[config.mk]
export PLATFORM = sky130hd
export DESIGN_NAME = asterix019_record_validator_top
export DESIGN_NICKNAME = d
export VERILOG_FILES = /design/src/rtl/ast19_pkg.sv /design/src/rtl/ast19_item_search.sv /design/src/rtl/ast19_record_parser.sv /design/src/rtl/asterix019_record_validator_top.sv
export VERILOG_INCLUDE_DIRS = /design/src /design/src/rtl
export SDC_FILE = /design/constraint.sdc
export NUM_CORES = 1
export LEC_CHECK = 0
export BUFFER_PORTS_ARGS = -buffer_cell sky130_fd_sc_hd__clkbuf_2
export CAP_MARGIN = 15
export CORE_ASPECT_RATIO = 0.8
export CORE_MARGIN = 10
export CORE_UTILIZATION = 64
export DETAILED_ROUTE_END_ITERATION = 8
export PLACE_DENSITY = 0.82
export SLEW_MARGIN = 10
export SYNTH_ARGS = -nofsm -noshare
export SYNTH_HDL_FRONTEND = slang
export SYNTH_SLANG_ARGS = --single-unit
[constraint.sdc]
create_clock -name clock -period 5.5 [get_ports clock]
set_input_delay 0.55 -clock clock [delete_from_list [all_inputs] [get_ports clock]]
set_output_delay 0.55 -clock clock [all_outputs]
set_load 0.02 [all_outputs]
[src/rtl/assert_macros.svh]
// Assertion macros used by the RTL of the category 019 record validator.
// Standalone header; the bodies are empty when SYNTHESIS is defined.
`ifndef ASSERT_MACROS_SVH
`define ASSERT_MACROS_SVH
`ifndef SYNTHESIS
`define AST_ASSERT(label, clk, rst, prop, msg) \
   label: assert property (@(posedge clk) disable iff (rst) (prop)) else $error(msg);
`define AST_NEVER(label, clk, rst, cond, msg) \
   label: assert property (@(posedge clk) disable iff (rst) !(cond)) else $error(msg);
`else
`define AST_ASSERT(label, clk, rst, prop, msg)
`define AST_NEVER(label, clk, rst, cond, msg)
`endif
`endif

[src/rtl/ast19_pkg.sv]
// Types, codes and the item table of the category 019 record validator.
// No dependencies; imported by every module of the block.
`default_nettype none
package ast19_pkg;

   localparam int MAX_MESSAGE_BYTES_DEF = 65535;
   localparam int ITEM_COUNT = 14;
   localparam int POS_W = 4;
   localparam logic [7:0] CATEGORY_CODE = 8'd19;
   localparam logic [7:0] SPARE_MASK = 8'h18;

   localparam logic [7:0] K_SPARE = 8'h00;
   localparam logic [7:0] K_REPEAT = 8'h80;
   localparam logic [7:0] K_EXTEND = 8'h81;
   localparam logic [7:0] K_EXPLICIT = 8'h82;

   typedef logic [POS_W-1:0] pos_type;

   typedef enum logic [2:0] {
      PH_HEADER,
      PH_FSPEC,
      PH_FSPEC_CONT,
      PH_ITEM_START,
      PH_ITEM_SKIP,
      PH_ITEM_EXT,
      PH_STOPPED
   } phase_type;

   typedef enum logic [3:0] {
      ST_OK,
      ST_OVERSIZE,
      ST_SHORT_HEADER,
      ST_CATEGORY,
      ST_LENGTH_OVER,
      ST_FSPEC_OVERRUN,
      ST_SPARE,
      ST_THIRD_FSPEC,
      ST_RECORD_OVERRUN
   } status_type;

   typedef struct packed {
      logic fire;
      logic last;
      logic hdr_done;
      logic cat_ok;
      logic step_en;
      logic fx_at_end;
   } parse_ctrl_type;

   typedef struct packed {
      logic        phase_fspec;
      status_type  error;
      logic [15:0] records;
   } parse_view_type;

   function automatic logic [7:0] item_kind(input pos_type pos);
      logic [7:0] kind;
      case (pos)
         4'd0:    kind = 8'd2;
         4'd1:    kind = 8'd1;
         4'd2:    kind = 8'd3;
         4'd3:    kind = 8'd1;
         4'd4:    kind = 8'd1;
         4'd5:    kind = K_REPEAT;
         4'd6:    kind = K_EXTEND;
         4'd7:    kind = 8'd8;
         4'd8:    kind = 8'd2;
         4'd9:    kind = 8'd1;
         4'd12:   kind = K_EXPLICIT;
         4'd13:   kind = K_EXPLICIT;
         default: kind = K_SPARE;
      endcase
      return kind;
   endfunction

endpackage
`default_nettype wire

[src/rtl/ast19_item_search.sv]
// Finds the first item marked present in the FSPEC at or after a start position.
// Depends on ast19_pkg for the item table.
`default_nettype none
module ast19_item_search import ast19_pkg::*; (
   input  wire logic [7:0] fspec_first,
   input  wire logic [7:0] fspec_second,
   input  wire logic [1:0] fspec_octets,
   input  wire pos_type    start,
   output pos_type         found,
   output logic            none
);

   logic [ITEM_COUNT-1:0] present;

   always_comb begin
      for (int p = 0; p < 7; p++) begin
         present[p] = fspec_first[7-p];
      end
      for (int p = 7; p < ITEM_COUNT; p++) begin
         present[p] = (fspec_octets >= 2'd2) && (item_kind(POS_W'(p)) != K_SPARE) &&
                      fspec_second[14-p];
      end
   end

   always_comb begin
      found = POS_W'(ITEM_COUNT);
      for (int p = ITEM_COUNT - 1; p >= 0; p--) begin
         if (present[p] && (POS_W'(p) >= start)) begin
            found = POS_W'(p);
         end
      end
      none = (found == POS_W'(ITEM_COUNT));
   end

endmodule
`default_nettype wire

[src/rtl/ast19_record_parser.sv]
// Record walker: FSPEC octets, item skipping and the record count.
// Depends on ast19_pkg and ast19_item_search.
`default_nettype none
module ast19_record_parser import ast19_pkg::*; (
   input  wire logic           clock,
   input  wire logic           reset,
   input  wire parse_ctrl_type ctrl,
   input  wire logic [7:0]     data_byte,
   output parse_view_type      view
);

   phase_type   phase_ff, phase_in;
   logic [7:0]  fspec_first_ff, fspec_first_in;
   logic [7:0]  fspec_second_ff, fspec_second_in;
   logic [1:0]  fspec_octets_ff, fspec_octets_in;
   pos_type     pos_ff, pos_in;
   logic [8:0]  skip_ff, skip_in;
   status_type  error_ff, error_in;
   logic [15:0] records_ff, records_in;

   logic [7:0]  fs_first, fs_second;
   logic [1:0]  fs_octets;
   pos_type     srch_start, found;
   logic        none;
   phase_type   adv_phase;
   logic [15:0] adv_records;
   logic [7:0]  kind;
   logic [8:0]  skip_dec;
   logic        step;

   always_comb begin
      fs_first = fspec_first_ff;
      fs_second = fspec_second_ff;
      fs_octets = fspec_octets_ff;
      srch_start = POS_W'(pos_ff + POS_W'(1));
      if (phase_ff == PH_FSPEC) begin
         fs_first = data_byte;
         fs_second = 8'h00;
         fs_octets = 2'd1;
         srch_start = '0;
      end else if (phase_ff == PH_FSPEC_CONT) begin
         if (fspec_octets_ff == 2'd1) begin
            fs_second = data_byte;
         end
         if (fspec_octets_ff < 2'd3) begin
            fs_octets = fspec_octets_ff + 2'd1;
         end
         srch_start = '0;
      end
   end

   ast19_item_search u_search (
      .fspec_first  (fs_first),
      .fspec_second (fs_second),
      .fspec_octets (fs_octets),
      .start        (srch_start),
      .found        (found),
      .none         (none)
   );

   always_comb begin
      adv_phase = none ? PH_FSPEC : PH_ITEM_START;
      adv_records = none ? records_ff + 16'd1 : records_ff;
      kind = item_kind(pos_ff);
      skip_dec = (skip_ff != 9'd0) ? skip_ff - 9'd1 : skip_ff;
      step = ctrl.step_en && (error_ff == ST_OK);
   end

   always_comb begin
      phase_in = phase_ff;
      fspec_first_in = fspec_first_ff;
      fspec_second_in = fspec_second_ff;
      fspec_octets_in = fspec_octets_ff;
      pos_in = pos_ff;
      skip_in = skip_ff;
      error_in = error_ff;
      records_in = records_ff;
      if (ctrl.hdr_done) begin
         phase_in = ctrl.cat_ok ? PH_FSPEC : PH_STOPPED;
      end else if (step) begin
         case (phase_ff)
            PH_FSPEC, PH_FSPEC_CONT: begin
               fspec_first_in = fs_first;
               fspec_second_in = fs_second;
               fspec_octets_in = fs_octets;
               if (data_byte[0]) begin
                  if (ctrl.fx_at_end) begin
                     error_in = ST_FSPEC_OVERRUN;
                     phase_in = PH_STOPPED;
                  end else begin
                     phase_in = PH_FSPEC_CONT;
                  end
               end else if ((fs_octets >= 2'd2) && ((fs_second & SPARE_MASK) != 8'h00)) begin
                  error_in = ST_SPARE;
                  phase_in = PH_STOPPED;
               end else if (fs_octets >= 2'd3) begin
                  error_in = ST_THIRD_FSPEC;
                  phase_in = PH_STOPPED;
               end else begin
                  pos_in = found;
                  phase_in = adv_phase;
                  records_in = adv_records;
               end
            end
            PH_ITEM_START: begin
               if (kind == K_REPEAT) begin
                  skip_in = {data_byte, 1'b0};
                  if (data_byte == 8'h00) begin
                     pos_in = found;
                     phase_in = adv_phase;
                     records_in = adv_records;
                  end else begin
                     phase_in = PH_ITEM_SKIP;
                  end
               end else if (kind == K_EXTEND) begin
                  if (data_byte[0]) begin
                     phase_in = PH_ITEM_EXT;
                  end else begin
                     pos_in = found;
                     phase_in = adv_phase;
                     records_in = adv_records;
                  end
               end else if (kind == K_EXPLICIT) begin
                  if (data_byte == 8'h00) begin
                     // A zero length byte ends the record and is then taken again as an
                     // empty FSPEC, which closes one more record.
                     records_in = records_ff + 16'd2;
                     fspec_first_in = 8'h00;
                     fspec_second_in = 8'h00;
                     fspec_octets_in = 2'd1;
                     pos_in = POS_W'(ITEM_COUNT);
                     phase_in = PH_FSPEC;
                  end else begin
                     skip_in = {1'b0, data_byte} - 9'd1;
                     if (data_byte == 8'd1) begin
                        pos_in = found;
                        phase_in = adv_phase;
                        records_in = adv_records;
                     end else begin
                        phase_in = PH_ITEM_SKIP;
                     end
                  end
               end else if (kind <= 8'd1) begin
                  pos_in = found;
                  phase_in = adv_phase;
                  records_in = adv_records;
               end else begin
                  skip_in = 9'(kind) - 9'd1;
                  phase_in = PH_ITEM_SKIP;
               end
            end
            PH_ITEM_SKIP: begin
               skip_in = skip_dec;
               if (skip_dec == 9'd0) begin
                  pos_in = found;
                  phase_in = adv_phase;
                  records_in = adv_records;
               end
            end
            PH_ITEM_EXT: begin
               if (!data_byte[0]) begin
                  pos_in = found;
                  phase_in = adv_phase;
                  records_in = adv_records;
               end
            end
            default: begin
            end
         endcase
      end
   end

   always_comb begin
      view.phase_fspec = (phase_in == PH_FSPEC);
      view.error = error_in;
      view.records = records_in;
   end

   always_ff @(posedge clock) begin
      if (reset || (ctrl.fire && ctrl.last)) begin
         phase_ff <= PH_HEADER;
         fspec_first_ff <= '0;
         fspec_second_ff <= '0;
         fspec_octets_ff <= '0;
         pos_ff <= '0;
         skip_ff <= '0;
         error_ff <= ST_OK;
         records_ff <= '0;
      end else if (ctrl.fire) begin
         phase_ff <= phase_in;
         fspec_first_ff <= fspec_first_in;
         fspec_second_ff <= fspec_second_in;
         fspec_octets_ff <= fspec_octets_in;
         pos_ff <= pos_in;
         skip_ff <= skip_in;
         error_ff <= error_in;
         records_ff <= records_in;
      end
   end

endmodule
`default_nettype wire

[src/rtl/asterix019_record_validator_top.sv]
// Top level of the category 019 record validator: handshakes, header checks, status.
// Depends on ast19_pkg, ast19_record_parser and assert_macros.svh.
//
//   channel  direction  ports                                     item
//   req      in         req_valid/ready, data_byte, last_byte     one message byte
//   rsp      out        rsp_valid/ready, status, count, trimmed   one result per message
//
// Each byte is parsed from the input register after it is accepted, so one byte is taken
// every cycle unless the last byte waits; the result register is loaded as the last byte is parsed.
// The byte marked last waits in the input register while the result register is full and not read;
// other bytes never wait on the result side.
// Synchronous reset clears all control state; a result also returns the parse state
// to its reset values for the next message.
`default_nettype none
module asterix019_record_validator_top import ast19_pkg::*; #(
   parameter int MAX_MESSAGE_BYTES = MAX_MESSAGE_BYTES_DEF
) (
   input  wire logic        clock,
   input  wire logic        reset,
   input  wire logic        req_valid,
   output logic             req_ready,
   input  wire logic [7:0]  req_data_byte,
   input  wire logic        req_last_byte,
   output logic             rsp_valid,
   input  wire logic        rsp_ready,
   output logic [3:0]       rsp_status,
   output logic [15:0]      rsp_record_count,
   output logic             rsp_length_trimmed
);

`include "assert_macros.svh"

   localparam int IDX_W = $clog2(MAX_MESSAGE_BYTES + 2);
   localparam int CMP_W = (IDX_W + 1 > 17) ? IDX_W + 1 : 17;

   logic              in_valid_ff;
   logic [7:0]        in_byte_ff;
   logic              in_last_ff;
   logic [IDX_W-1:0]  byte_index_ff, byte_index_in;
   logic [15:0]       declared_ff, declared_in;
   logic              cat_ok_ff, cat_ok_in;
   logic              rsp_valid_ff;
   status_type        rsp_status_ff, status_in;
   logic [15:0]       rsp_count_ff, count_in;
   logic              rsp_trim_ff, trim_in;

   logic              out_free, fire;
   logic [CMP_W-1:0]  idx_ext, idx_new_ext, decl_ext, decl_new_ext;
   parse_ctrl_type    ctrl;
   parse_view_type    view;

   assign out_free = !rsp_valid_ff || rsp_ready;
   assign fire = in_valid_ff && (!in_last_ff || out_free);
   assign req_ready = !in_valid_ff || fire;

   always_comb begin
      idx_ext = CMP_W'(byte_index_ff);
      decl_ext = CMP_W'(declared_ff);
      byte_index_in = (byte_index_ff <= IDX_W'(MAX_MESSAGE_BYTES)) ?
                      byte_index_ff + IDX_W'(1) : byte_index_ff;
      cat_ok_in = cat_ok_ff;
      declared_in = declared_ff;
      if (byte_index_ff == IDX_W'(0)) begin
         cat_ok_in = (in_byte_ff == CATEGORY_CODE);
      end else if (byte_index_ff == IDX_W'(1)) begin
         declared_in = {in_byte_ff, 8'h00};
      end else if (byte_index_ff == IDX_W'(2)) begin
         declared_in = {declared_ff[15:8], in_byte_ff};
      end
      idx_new_ext = CMP_W'(byte_index_in);
      decl_new_ext = CMP_W'(declared_in);
   end

   always_comb begin
      ctrl.fire = fire;
      ctrl.last = in_last_ff;
      ctrl.hdr_done = (byte_index_ff == IDX_W'(2));
      ctrl.cat_ok = cat_ok_ff;
      ctrl.step_en = (byte_index_ff > IDX_W'(2)) && cat_ok_ff && (idx_ext < decl_ext);
      ctrl.fx_at_end = (idx_ext + CMP_W'(1)) >= decl_ext;
   end

   ast19_record_parser u_parser (
      .clock     (clock),
      .reset     (reset),
      .ctrl      (ctrl),
      .data_byte (in_byte_ff),
      .view      (view)
   );

   always_comb begin
      status_in = ST_OK;
      count_in = '0;
      trim_in = 1'b0;
      if (byte_index_in > IDX_W'(MAX_MESSAGE_BYTES)) begin
         status_in = ST_OVERSIZE;
      end else if (byte_index_in < IDX_W'(3)) begin
         status_in = ST_SHORT_HEADER;
      end else if (!cat_ok_in) begin
         status_in = ST_CATEGORY;
      end else if (decl_new_ext > idx_new_ext) begin
         status_in = ST_LENGTH_OVER;
      end else begin
         trim_in = (decl_new_ext < idx_new_ext);
         count_in = view.records;
         if (view.error != ST_OK) begin
            status_in = view.error;
         end else if ((declared_in < 16'd3) || !view.phase_fspec) begin
            status_in = ST_RECORD_OVERRUN;
         end
      end
   end

   always_ff @(posedge clock) begin
      if (reset) begin
         in_valid_ff <= 1'b0;
      end else if (req_valid && req_ready) begin
         in_valid_ff <= 1'b1;
      end else if (fire) begin
         in_valid_ff <= 1'b0;
      end
   end

   always_ff @(posedge clock) begin
      if (req_valid && req_ready) begin
         in_byte_ff <= req_data_byte;
         in_last_ff <= req_last_byte;
      end
   end

   always_ff @(posedge clock) begin
      if (reset || (fire && in_last_ff)) begin
         byte_index_ff <= '0;
         declared_ff <= '0;
         cat_ok_ff <= 1'b0;
      end else if (fire) begin
         byte_index_ff <= byte_index_in;
         declared_ff <= declared_in;
         cat_ok_ff <= cat_ok_in;
      end
   end

   always_ff @(posedge clock) begin
      if (reset) begin
         rsp_valid_ff <= 1'b0;
      end else if (fire && in_last_ff) begin
         rsp_valid_ff <= 1'b1;
      end else if (rsp_ready) begin
         rsp_valid_ff <= 1'b0;
      end
   end

   always_ff @(posedge clock) begin
      if (fire && in_last_ff) begin
         rsp_status_ff <= status_in;
         rsp_count_ff <= count_in;
         rsp_trim_ff <= trim_in;
      end
   end

   assign rsp_valid = rsp_valid_ff;
   assign rsp_status = rsp_status_ff;
   assign rsp_record_count = rsp_count_ff;
   assign rsp_length_trimmed = rsp_trim_ff;

   `AST_ASSERT(a_result_follows_last, clock, reset, (fire && in_last_ff) |=> rsp_valid_ff, "no result after the last byte")
   `AST_ASSERT(a_header_cleared, clock, reset, (fire && in_last_ff) |=> (byte_index_ff == '0 && !cat_ok_ff), "header state not cleared after a result")
   `AST_NEVER(a_index_saturates, clock, reset, CMP_W'(byte_index_ff) > CMP_W'(MAX_MESSAGE_BYTES + 1), "byte index past saturation")
   `AST_NEVER(a_header_error_no_count, clock, reset, rsp_valid_ff && (rsp_status_ff == ST_OVERSIZE || rsp_status_ff == ST_SHORT_HEADER || rsp_status_ff == ST_CATEGORY || rsp_status_ff == ST_LENGTH_OVER) && (rsp_count_ff != 16'd0), "record count given with a header error")

endmodule
`default_nettype wire

* After elaboration in Yosys (flattened, before gate mapping)
Memories as Yosys holds them, arrays and structs flattened. A register that Yosys moved wholly into a read port is not among the register bits.
Index checks and enable logic that the tools add are counted.
** Word-level totals
- Bits in read-only memories :: 64
- Memories kept :: 1
- Register bits after elaboration :: 118
** Memory list
- (no name shown) :: words 16, width 4, rd ports 1, clocked after memory_dff 1, write ports 0, line ast19_pkg.sv:58 : case (pos)
** Cells by class
- Bitwise operators :: 2
- Order comparisons :: 25
- Eq/ne operators :: 29
- Muxes and demuxes :: 110
- Add/sub/neg operators :: 9
- Reductions and logical operators :: 51
** Operators with widths (count)
- $mux W16 :: 17
- $mux W4 :: 33
- $mux W8 :: 9
- $pmux W16 S4 :: 1
- $mux W3 :: 20
- $mux W9 :: 6
- $pmux W8 S2 :: 2
- $eq A8 B8 Y1 const B :: 3
- $logic_and A1 B1 Y1 :: 24
- $mux W2 :: 12
- $add A17 B1 Y18 const B :: 1
- $ge A18 B16 Y1 :: 1
- $pmux W9 S2 :: 1
- $sub A8 B1 Y9 const B :: 2
- $add A17 B1 Y17 const B :: 1
- $eq A17 B1 Y1 const B :: 1
- $eq A17 B2 Y1 const B :: 1
- $gt A16 B17 Y1 :: 1
- $gt A17 B16 Y1 const B :: 1
- $gt A17 B2 Y1 const B :: 1
- $le A17 B16 Y1 const B :: 1
- $logic_not A17 Y1 :: 1
- $lt A16 B17 Y1 :: 1
- $lt A17 B16 Y1 :: 1
- 50 further kinds :: 84

* Depth between registers and ports, before layout
Gate-level depths: netlist (run 1).
- Depth after elaboration :: 37
- Gate-level depth with buffers :: 26
- Mapped depth without buffers :: 22

* Cells and area by module
A second synthesis (run 1) with hierarchy kept.
** Second synthesis, totals
- Cell total of the unflattened synthesis :: 1525
- Area, all modules :: 11606.1 sq um
** Modules (own cells, without submodules)
- ast19_record_parser :: cells each 896, area an instance 6178.4 sq um, times used 1
- asterix019_record_validator_top :: cells each 568, area an instance 4997.3 sq um, times used 1
- ast19_item_search :: cells each 61, area an instance 430.4 sq um, times used 1

* Worst setup path after synthesis (run 1)
Ideal clock, no wire load.
- Path kind :: register -> register
- Start :: register byte_index_ff[6]
- End :: register rsp_count_ff[11], in the netlist rsp_record_count[11] (data pin)
- Stages on the path, launching flop included :: 25
- Clock period less this slack :: 4.725 ns
- Data arrival time :: 4.459 ns
- Library setup time :: 0.266 ns
- Path slack :: 0.775 ns
- Required time :: 5.234 ns
- Buffers on the path :: 4
- Cell sequence :: dfxtp_1 > clkbuf_1 > and4_1 > nand3_1 > nor3_1 > nand3_1 > inv_1 > ha_1 > inv_1 > nand2_1 > o41a_1 > clkbuf_1 > a21oi_1 > ha_1 > nor2b_1 > o21a_1 > o21a_1 > o211ai_1 > a211oi_1 > o22ai_1 > or2_2 > nand2b_1 > buf_2 > clkbuf_1 > nor2_1
** On the way
- Longest elaborated chain between the ends :: 6
- Elaborated cells between the ends (all ways) :: 22
** Ends and longest elaborated chain
- from (decl) :: line asterix019_record_validator_top.sv:39 : logic [IDX_W-1:0] byte_index_ff, byte_index_in;
- from (signal assigned) :: line asterix019_record_validator_top.sv:137 : byte_index_ff <= byte_index_in;
- parallel branches: the longest is 6 deep, another holds $add A17 B1 Y17
- to (signal assigned) :: line asterix019_record_validator_top.sv:156 : rsp_count_ff <= count_in;
- to (decl) :: line asterix019_record_validator_top.sv:44 : logic [15:0] rsp_count_ff, count_in;
Several ways; the timed one is not identified.
A chain may end at the register's enable or synchronous reset.

* Final worst setup path (run 1)
- Start :: register byte_index_ff[6]
- End :: register rsp_count_ff[0], in the netlist rsp_record_count[0] (data pin)
** On the way
- Elaborated cells between the ends (all ways) :: 22
** RTL lines
- $eq A17 B1 Y1 :: line asterix019_record_validator_top.sv:65 : end else if (byte_index_ff == IDX_W'(1)) begin
- $mux W16 :: line asterix019_record_validator_top.sv:65
- $mux W16 (*) :: line asterix019_record_validator_top.sv:63 : if (byte_index_ff == IDX_W'(0)) begin
- net declared_in[10] :: line asterix019_record_validator_top.sv:40 : logic [15:0] declared_ff, declared_in;
- $gt A16 B17 Y1 (*) :: line asterix019_record_validator_top.sv:101 : end else if (decl_new_ext > idx_new_ext) begin
- $reduce_or A4 Y1 (no source line) (*)
The timed path passes the listed nets; every way through them passes the cells marked *.

==> results.rst, run 1 <==
.. list-table::
   :header-rows: 1

   * - Metric
     - Value
   * - Highest-count cells in the layout ignoring fill and taps
     - 161 x sky130_fd_sc_hd__nor2_1, 155 x sky130_fd_sc_hd__nand2_1, 125 x sky130_fd_sc_hd__a21oi_1
   * - Clk Tree Root Cell
     - sky130_fd_sc_hd__clkbuf_16
   * - Async set-reset flop share out of synthesis
     - 0%
   * - Combined global-route utilization of all metal layers
     - 34.0%
   * - Grt ovf
     - 0
   * - Synth Instances
     - 1567
   * - Required time at the worst-slack endpoint
     - 5.67 ns
   * - Crit path from
     - byte_index_ff[6]
   * - Total Die Area
     - 23700 sq um
   * - Type of destination of the critical path
     - register
   * - Clock period minus worst slack
     - 5.10 ns
   * - Internal reg-to-reg setup slack
     - 0.40 ns
   * - Post-layout util
     - 71.3%
   * - Critical path class
     - register to register
   * - Number of violations of the max-capacitance limit
     - 0
   * - Combinational Power Share
     - 11.2%
   * - CP startpoint kind
     - register
   * - First-pass GRT wire length
     - 65200 um
   * - Post-DP HPWL
     - 30300 um
   * - Violation count after the first detailed-route iteration
     - 2252
   * - Internal portion of total power
     - 1.71 mW
   * - Setup repair after global routing missed its margin
     - no
   * - Post-Place Cell Area
     - 11800 sq um
   * - Number of antenna violations at the first check in global routing
     - 0
   * - Most common cell after layout, fill and taps aside
     - sky130_fd_sc_hd__nor2_1
   * - Mapped cell area
     - 11500 sq um
   * - Remaining number of nets flagged by the antenna check after routing
     - 0
   * - Routability congestion estimate from global placement
     - 1.05
   * - Die W
     - 170 um
   * - Antenna Cells
     - 0
   * - Post-layout nets
     - 1632
   * - Die Y
     - 140 um
   * - Relative max-transition margin
     - 18.0%
   * - Placeable core area
     - 17400 sq um
   * - # resized after CTS
     - 0
   * - Per-instance average area after synthesis
     - 7.31 sq um
   * - Hold-fix buffers, CTS
     - 0
   * - Upper clock frequency limit
     - 0.196 GHz
   * - Portion of total power attributed to sequential cells
     - 39.6%
   * - Number of enable flip-flop cells after synthesis
     - 30
   * - Final Hold Fails
     - 0
   * - Final design instance area without fill
     - 12400 sq um
   * - Accumulated negative setup slack
     - 0 ns
   * - Cell Pwr Density
     - 196 nW/um^2
   * - Capturing point of the worst reg2reg path
     - rsp_record_count[0]
   * - Via density per instance
     - 7.27
   * - Fraction of the yosys area taken by sequential cells
     - 23.9%
   * - Number of buffers inserted by post-CTS setup repair
     - 0
   * - H-tree levels
     - 4
   * - Actual slew at the worst max-slew pin
     - 1.22 ns
   * - Status
     - finished clean
   * - Yosys synthesis warning count
     - 0
   * - Clock Latency Late Sink
     - 0.44 ns
   * - Tightest Hold Check Type
     - primary input to register
   * - Fill cells
     - 1440
   * - Largest vdd supply drop
     - 177 uV
   * - Clock transition time at the flip-flop clock pins of the worst setup and hold paths
     - 0.07 ns
   * - Largest buffer count on any clock path
     - 2
   * - Critical path peak fanout
     - 17
   * - Destination of the critical timing path
     - rsp_record_count[0]
   * - Wire length per cell
     - 23.6 um
   * - Number of flip-flops and latches in the synthesized netlist
     - 122
   * - P_sw
     - 0.722 mW
   * - Length of the first detailed-routing pass in iterations
     - 7
   * - TritonCTS clock tree
     - built
   * - Starting density of the core
     - 65.7%
   * - Aggregate routed wire length
     - 42100 um
   * - Number of clock sinks
     - 122
   * - Pins over their slew limit
     - 0
   * - Launching point of the worst reg2reg path
     - byte_index_ff[6]
   * - Net Sw Frac
     - 29.7%
   * - Final Cycle Share
     - 92.7%
   * - Number of cells traversed by the worst register-to-register path
     - 16
   * - Pin count of the biggest net entering global routing
     - 37
   * - Hold Crit Depth
     - 1
   * - Number of placed I/O pins
     - 36
   * - Remaining routing DRC violations
     - 0
   * - Critical Path AT
     - 5.27 ns
   * - Yosys cell types
     - 93
   * - Fraction of layout instances using a drive strength above 1
     - 9.48%
   * - Primary FF master, synth
     - sky130_fd_sc_hd__dfxtp_1
   * - Static leakage
     - 4.47 nW
   * - Worst hold margin
     - 0.280 ns
   * - Final setup fails
     - 0
   * - Clk pwr share
     - 49.2%
   * - Count of buffers inserted at the top-level ports
     - 35
   * - Fin Clk Skew
     - 0.00969 ns
   * - Row Count
     - 43
   * - Area added between synthesis and finish
     - 8.38%
   * - Total number of vias
     - 12985
   * - CTS Buf Count
     - 17
   * - Net count after synthesis
     - 1650
   * - Number of global-route vias before repair
     - 11639
[flip-flops by register name (all words and copies together), names as in the netlist]
name and cells:
in_last_ff 1, u_parser.pos_ff 4, u_parser.fspec_second_ff 7, u_parser.fspec_octets_ff 2, in_valid_ff 1, u_parser.skip_ff 9
rsp_length_trimmed 1, cat_ok_ff 1, u_parser.fspec_first_ff 7, in_byte_ff 8, rsp_status 4, u_parser.error_ff 4
u_parser.kind 4, rsp_valid 1, rsp_record_count 16, byte_index_ff 17, u_parser.records_ff 16, u_parser.phase_ff 3
declared_ff 16
[metal layers]
| metal | vias to the layer above | share of wire (%) | routed length [um] | GRT usage (%) |
|---|---|---|---|---|
| met4 | 0 | 3.4 | 1410 | 11.2 |
| met1 | 5948 | 42 | 17600 | 48.6 |
| met3 | 165 | 17 | 6990 | 15.2 |
| met5 | - | 0 | 0 | 0 |
| li1 | 5816 | - | - | - |
| met2 | 1056 | 38 | 16100 | 43.6 |
[final cells by class]
type                            count  area [sq um]  area share, %
Multi-Input combinational cell   1257          8000           64.4
Sequential cell                   122          2740           22.1
Timing Repair Buffer               81           528           4.25
Clock buffer                       17           425           3.42
Tap cell                          225           282           2.27
Inverter                           70           263           2.12
Clock inverter                     15           179           1.44
[power by group through the flow]
| stage | Combinational, mW | Clock, mW | Sequential [mW] |
|---|---|---|---|
| after global placement | 0.255 | 0 | 0.981 |
| after CTS | 0.262 | 1.19 | 0.961 |
| after detailed placement | 0.260 | 0 | 0.981 |
| final | 0.273 | 1.20 | 0.963 |
| after global routing | 0.294 | 1.22 | 0.965 |
| after floorplan | 0.181 | 0 | 0.971 |
[Yosys cell counts, types with 11 or more instances]
cell,count,share of area (%)
sky130_fd_sc_hd__nand4_1,25,1.4
sky130_fd_sc_hd__dfxtp_1,92,16
sky130_fd_sc_hd__edfxtp_1,30,7.9
sky130_fd_sc_hd__xnor2_1,39,3.0
sky130_fd_sc_hd__a31oi_1,33,1.8
sky130_fd_sc_hd__a211oi_1,43,2.8
sky130_fd_sc_hd__a21o_1,12,0.79
sky130_fd_sc_hd__ha_1,70,7.6
sky130_fd_sc_hd__nor2_1,161,5.3
sky130_fd_sc_hd__and3_1,18,0.98
sky130_fd_sc_hd__o21ai_0,108,4.7
sky130_fd_sc_hd__mux2i_1,17,1.5
sky130_fd_sc_hd__buf_2,13,0.57
sky130_fd_sc_hd__or3_1,18,0.98
sky130_fd_sc_hd__nand2b_1,12,0.66
sky130_fd_sc_hd__o22ai_1,14,0.76
sky130_fd_sc_hd__nor2b_1,16,0.87
sky130_fd_sc_hd__o31a_1,11,0.84
sky130_fd_sc_hd__o211ai_1,15,0.98
sky130_fd_sc_hd__nor3_1,48,2.1
sky130_fd_sc_hd__inv_1,67,2.2
sky130_fd_sc_hd__o31ai_1,14,0.92
sky130_fd_sc_hd__xor2_1,13,0.99
sky130_fd_sc_hd__and2_1,13,0.71
sky130_fd_sc_hd__nand3_1,48,2.1
sky130_fd_sc_hd__nand2_1,155,5.1
sky130_fd_sc_hd__clkbuf_1,95,3.1
sky130_fd_sc_hd__nor4_1,32,1.7
sky130_fd_sc_hd__a21oi_1,125,5.5
sky130_fd_sc_hd__o21a_1,17,1.1
[through the flow]
step / setup slack [ns] / std cells / total power, mW
final: 0.400 / 1787 / 2.43
after CTS: 0.426 / 1786 / 2.41
after detailed placement: 0.474 / 1754 / 1.24
after floorplan: 0.775 / 1567 / 1.15
after global routing: 0.168 / 1787 / 2.48
after global placement: 0.647 / 1754 / 1.24
[cell families after synthesis]
family | synth area share, %
buf+inv | 6.41
compound gates | 30.7
fa+ha+maj | 7.64
simple gates | 25.3
mux | 1.98
flops | 23.9
xor+xnor | 3.97
[how the worst min path moves through the flow]
| stage | startpoint | endpoint | slack (ns) |
|---|---|---|---|
| finish | req_last_byte | in_last_ff | 0.28 |
| global route | req_data_byte[3] | in_byte_ff[3] | 0.29 |
| CTS | req_last_byte | in_last_ff | 0.28 |
| detailed placement | u_parser.fspec_first_ff[2] | u_parser.fspec_first_ff[2] | 0.45 |
| global placement | u_parser.fspec_first_ff[3] | u_parser.fspec_first_ff[3] | 0.44 |
| floorplan | u_parser.fspec_second_ff[1] | u_parser.fspec_second_ff[1] | 0.43 |
[critical path: stages (launching register included)]
cell and delay [ns]:
sky130_fd_sc_hd__dfxtp_1 0.31, sky130_fd_sc_hd__buf_4 0.17, sky130_fd_sc_hd__or4_1 0.55, sky130_fd_sc_hd__nor4_1 0.67
sky130_fd_sc_hd__and3b_1 0.68, sky130_fd_sc_hd__mux2i_1 0.42, sky130_fd_sc_hd__inv_1 0.09, sky130_fd_sc_hd__ha_1 0.30
sky130_fd_sc_hd__nand4_1 0.13, sky130_fd_sc_hd__o21bai_1 0.20, sky130_fd_sc_hd__a211oi_1 0.22, sky130_fd_sc_hd__o22ai_1 0.16
sky130_fd_sc_hd__or2_2 0.33, sky130_fd_sc_hd__nand2b_1 0.10, sky130_fd_sc_hd__buf_4 0.26, sky130_fd_sc_hd__nand2b_1 0.14
sky130_fd_sc_hd__o22ai_1 0.07
(Power assumes the default switching activity.)
==> run 2: changes to the inputs <==
--- a/config.mk
+++ b/config.mk
@@ -6,6 +6,7 @@
 export SDC_FILE = /design/constraint.sdc
 export NUM_CORES = 1
 export LEC_CHECK = 0
+export ABC_AREA = 1
 export BUFFER_PORTS_ARGS = -buffer_cell sky130_fd_sc_hd__clkbuf_2
 export CAP_MARGIN = 15
 export CORE_ASPECT_RATIO = 0.8
@@ -13,6 +14,7 @@
 export CORE_UTILIZATION = 64
 export DETAILED_ROUTE_END_ITERATION = 8
 export PLACE_DENSITY = 0.82
+export SETUP_SLACK_MARGIN = 0.5
 export SLEW_MARGIN = 10
 export SYNTH_ARGS = -nofsm -noshare
 export SYNTH_HDL_FRONTEND = slang
==> run 2 against run 1 <==
Compared with the run above: clock power grew 8%; via count shrank 6.8%; routed wire length shrank 16%.
==> results.rst, run 2 <==
.. list-table::
   :header-rows: 1

   * - Metric
     - Value
   * - Status
     - finished clean
   * - First-pass GRT wire length
     - 56200 um (-14%)
   * - Relative max-transition margin
     - 31.0% (+13 points)
   * - Via density per instance
     - 6.16 (-15%)
   * - Clock Latency Late Sink
     - 0.43 ns (about the same)
   * - Critical path's slowest cell
     - sky130_fd_sc_hd__dfxtp_2
   * - CTS Buf Count
     - 17 (unchanged)
   * - Final Cycle Share
     - 82.3% (-10 points)
   * - Grt ovf
     - 0 (unchanged)
   * - Number of antenna violations at the first check in global routing
     - 0 (unchanged)
   * - Number of clock sinks
     - 122 (unchanged)
   * - Largest vdd supply drop
     - 200 uV (+13%)
   * - Actual slew at the worst max-slew pin
     - 1.03 ns (-0.186 ns)
   * - Total Die Area
     - 22700 sq um (-4.0%)
   * - Area leader, netlist
     - sky130_fd_sc_hd__dfxtp_1
   * - Hold Crit Depth
     - 1 (unchanged)
   * - Die W
     - 166 um (-2.0%)
   * - Aggregate routed wire length
     - 35600 um (-16%)
   * - Post-Place Cell Area
     - 11100 sq um (-6.0%)
   * - Number of placed I/O pins
     - 36 (unchanged)
   * - Fill cells
     - 1455 (+1.0%)
   * - H-tree levels
     - 4 (unchanged)
   * - Post-layout nets
     - 1814 (+11%)
   * - Setup slack after placement
     - 0.578 ns (+0.105 ns)
   * - Type of destination of the critical path
     - register
   * - Combined global-route utilization of all metal layers
     - 30.0% (-4.0 points)
   * - Yosys cell types
     - 60 (-35%)
   * - Post-DP HPWL
     - 25100 um (-17%)
   * - Clk Tree Root Cell
     - sky130_fd_sc_hd__clkbuf_16
   * - Yosys synthesis warning count
     - 0 (unchanged)
   * - Routability congestion estimate from global placement
     - 0.989 (-6.0%)
   * - Synth area leaders
     - sky130_fd_sc_hd__dfxtp_1 17%, sky130_fd_sc_hd__nand2_1 14%, sky130_fd_sc_hd__edfxtp_1 8.2%
   * - Internal reg-to-reg setup slack
     - 0.97 ns (+0.57 ns)
   * - Final WS setup
     - 0.973 ns (+0.573 ns)
   * - Critical path class
     - register to register
   * - Starting density of the core
     - 65.6% (-0.10 points)
   * - Number of global-route vias before repair
     - 10718 (-7.9%)
   * - Mapped cell area
     - 10900 sq um (-4.6%)
   * - Fraction of the yosys area taken by sequential cells
     - 25.1% (+1.1 points)
   * - Antenna Cells
     - 0 (unchanged)
   * - Fraction of layout instances using a drive strength above 1
     - 7.68% (-1.8 points)
   * - Total number of vias
     - 12101 (-6.8%)
   * - Final design instance area without fill
     - 11800 sq um (-4.8%)
   * - Top post-synthesis cells by count
     - 413 x sky130_fd_sc_hd__nand2_1, 238 x sky130_fd_sc_hd__inv_1, 155 x sky130_fd_sc_hd__o21ai_0
   * - Final setup fails
     - 0 (unchanged)
   * - Die Y
     - 137 um (-2.0%)
   * - Static leakage
     - 5.59 nW (+25%)
   * - Pins over their slew limit
     - 0 (unchanged)
   * - Clock transition time at the flip-flop clock pins of the worst setup and hold paths
     - 0.06 ns (about the same)
   * - Upper clock frequency limit
     - 0.221 GHz (+13%)
   * - Primary FF master, synth
     - sky130_fd_sc_hd__dfxtp_1
   * - Synth Instances
     - 1740 (+11%)
   * - Per-instance average area after synthesis
     - 6.28 sq um (-14%)
   * - Most repeated cell in the gate-level netlist after synthesis
     - sky130_fd_sc_hd__nand2_1
   * - Wire length per cell
     - 18.1 um (-23%)
   * - Async set-reset flop share out of synthesis
     - 0% (unchanged)
   * - Clock period minus worst slack
     - 4.53 ns (-0.573 ns)
   * - Most common cell type on the critical path
     - sky130_fd_sc_hd__nand2_1
   * - CP startpoint kind
     - register
   * - Register with the most flip-flops
     - byte_index_ff
   * - Largest buffer count on any clock path
     - 2 (unchanged)
   * - Critical Path AT
     - 4.70 ns (-0.57 ns)
   * - Number of enable flip-flop cells after synthesis
     - 30 (unchanged)
   * - Most common cell after layout, fill and taps aside
     - sky130_fd_sc_hd__nand2_1
   * - Cell Pwr Density
     - 259 nW/um^2 (+32%)
   * - Area added between synthesis and finish
     - 8.09%
   * - Row Count
     - 42 (-2.3%)
   * - Count of buffers inserted at the top-level ports
     - 35 (unchanged)
   * - Setup repair after global routing missed its margin
     - no
   * - Hold-fix buffers, CTS
     - 0 (unchanged)
   * - Startpoint of the tightest hold check path
     - req_data_byte[0]
   * - Final Hold Fails
     - 0 (unchanged)
   * - Sequential cell area
     - 2740 sq um (about the same)
   * - Remaining routing DRC violations
     - 0 (unchanged)
   * - Number of flip-flops and latches in the synthesized netlist
     - 122 (unchanged)
   * - Placeable core area
     - 16700 sq um (-4.4%)
   * - Number of violations of the max-capacitance limit
     - 0 (unchanged)
   * - Top cell type's share of synthesized area
     - 16.8% (+0.77 points)
   * - Flip-flop count of the largest register, all copies and words added
     - 17 (unchanged)
   * - Required time at the worst-slack endpoint
     - 5.68 ns (about the same)
   * - Critical path peak fanout
     - 31 (+14)
   * - Launching point of the worst reg2reg path
     - byte_index_ff[0]
   * - Accumulated negative setup slack
     - 0 ns (unchanged)
   * - Tightest Hold Check Type
     - primary input to register
   * - Endpoint with the worst hold slack
     - in_byte_ff[0]
   * - Length of the first detailed-routing pass in iterations
     - 8 (+1)
   * - Net count after synthesis
     - 1823 (+10%)
   * - Number of cells traversed by the worst register-to-register path
     - 28 (+12)
   * - TritonCTS clock tree
     - built
   * - Highest-count cells in the layout ignoring fill and taps
     - 412 x sky130_fd_sc_hd__nand2_1, 238 x sky130_fd_sc_hd__inv_1, 155 x sky130_fd_sc_hd__o21ai_0
   * - Remaining number of nets flagged by the antenna check after routing
     - 0 (unchanged)
   * - Pin count of the biggest net entering global routing
     - 58 (+57%)
   * - Worst hold margin
     - 0.298 ns (+0.0182 ns)
   * - Fin Clk Skew
     - 0.0120 ns (+0.00230 ns)
   * - Multi-input gate area in the final layout
     - 6920 sq um (-14%)
   * - Capturing point of the worst reg2reg path
     - rsp_record_count[15]
   * - Violation count after the first detailed-route iteration
     - 1619 (-28%)
   * - Delay of the slowest critical-path stage
     - 0.45 ns (-0.23 ns)
run 2: cell types whose count changed after synthesis, moves of 25 or more:
cell,before,now
sky130_fd_sc_hd__nand2_1,155,413
sky130_fd_sc_hd__inv_1,67,238
sky130_fd_sc_hd__nand3_1,48,115
sky130_fd_sc_hd__o21ai_0,108,155
sky130_fd_sc_hd__clkbuf_1,95,54
sky130_fd_sc_hd__xnor2_1,39,2
sky130_fd_sc_hd__a21oi_1,125,151
sky130_fd_sc_hd__nor2_1,161,135
sky130_fd_sc_hd__a211oi_1,43,18
run 2: cells by family (layout without fill, tap and decap cells):
family	Yosys count	after routing	synth area share [%]
simple gates	782	783	31.7
buf+inv	328	331	12.1
mux	1	1	0.0915
fa+ha+maj	70	70	8.01
xor+xnor	34	34	2.72
compound gates	403	403	20.3
flops	122	122	25.1
run 2: what timing repair did:
item	CTS	global route
buffers inserted	0	2
setup endpoints to repair	0	21
gates resized for setup	0	9
run 2: stage by stage:
step           std cells  total power, mW  utilization (%)
2_1_floorplan       1740             1.54                -
4_1_cts             1961             3.00             70.6
3_5_place_dp        1929             1.71             66.6
5_1_grt             1964             3.17             71.0
3_3_place_gp        1929             1.70             66.6
6_report            1964             3.06             71.0
run 2: layer usage:
layer | track usage [%] | wire [um] | vias to the layer above
li1 | - | - | 5788
met2 | 43.6 | 14400 | 801
met3 | 8.00 | 5000 | 92
met4 | 9.04 | 867 | 0
met1 | 42.3 | 15300 | 5420
met5 | 0 | 0 | -
run 2: cell type report:
type | count | area share (%)
multi-input cells | 1291 | 58.5
flip-flops and latches | 122 | 23.2
inverters | 249 | 7.91
clock buffers | 17 | 3.60
repair buffers | 50 | 2.43
well taps | 220 | 2.33
clock inverters | 15 | 1.98
run 2: how the worst max path moves through the flow:
stage,to,start
floorplan,rsp_record_count[10],byte_index_ff[0]
global placement,rsp_record_count[14],byte_index_ff[0]
detailed placement,rsp_record_count[1],byte_index_ff[0]
CTS,rsp_record_count[1],byte_index_ff[0]
global route,rsp_record_count[15],byte_index_ff[0]
finish,rsp_record_count[15],byte_index_ff[0]
run 2: critical path: cells and delay by family (launching register included):
family                     cells  cell delay [ns]
DFF                            1             0.45
adders and majority gates      3             0.71
and+or+nand+nor               16             1.85
buffers and inverters          4             0.43
AOI/OAI and AO/OA              5             0.86
run 2: power by group:
part	internal (mW)	switching [mW]	total (mW)
Sequential	0.957	0.0467	1.00
Combinational	0.223	0.527	0.750
Clock	0.816	0.488	1.30
Total	2.00	1.06	3.06
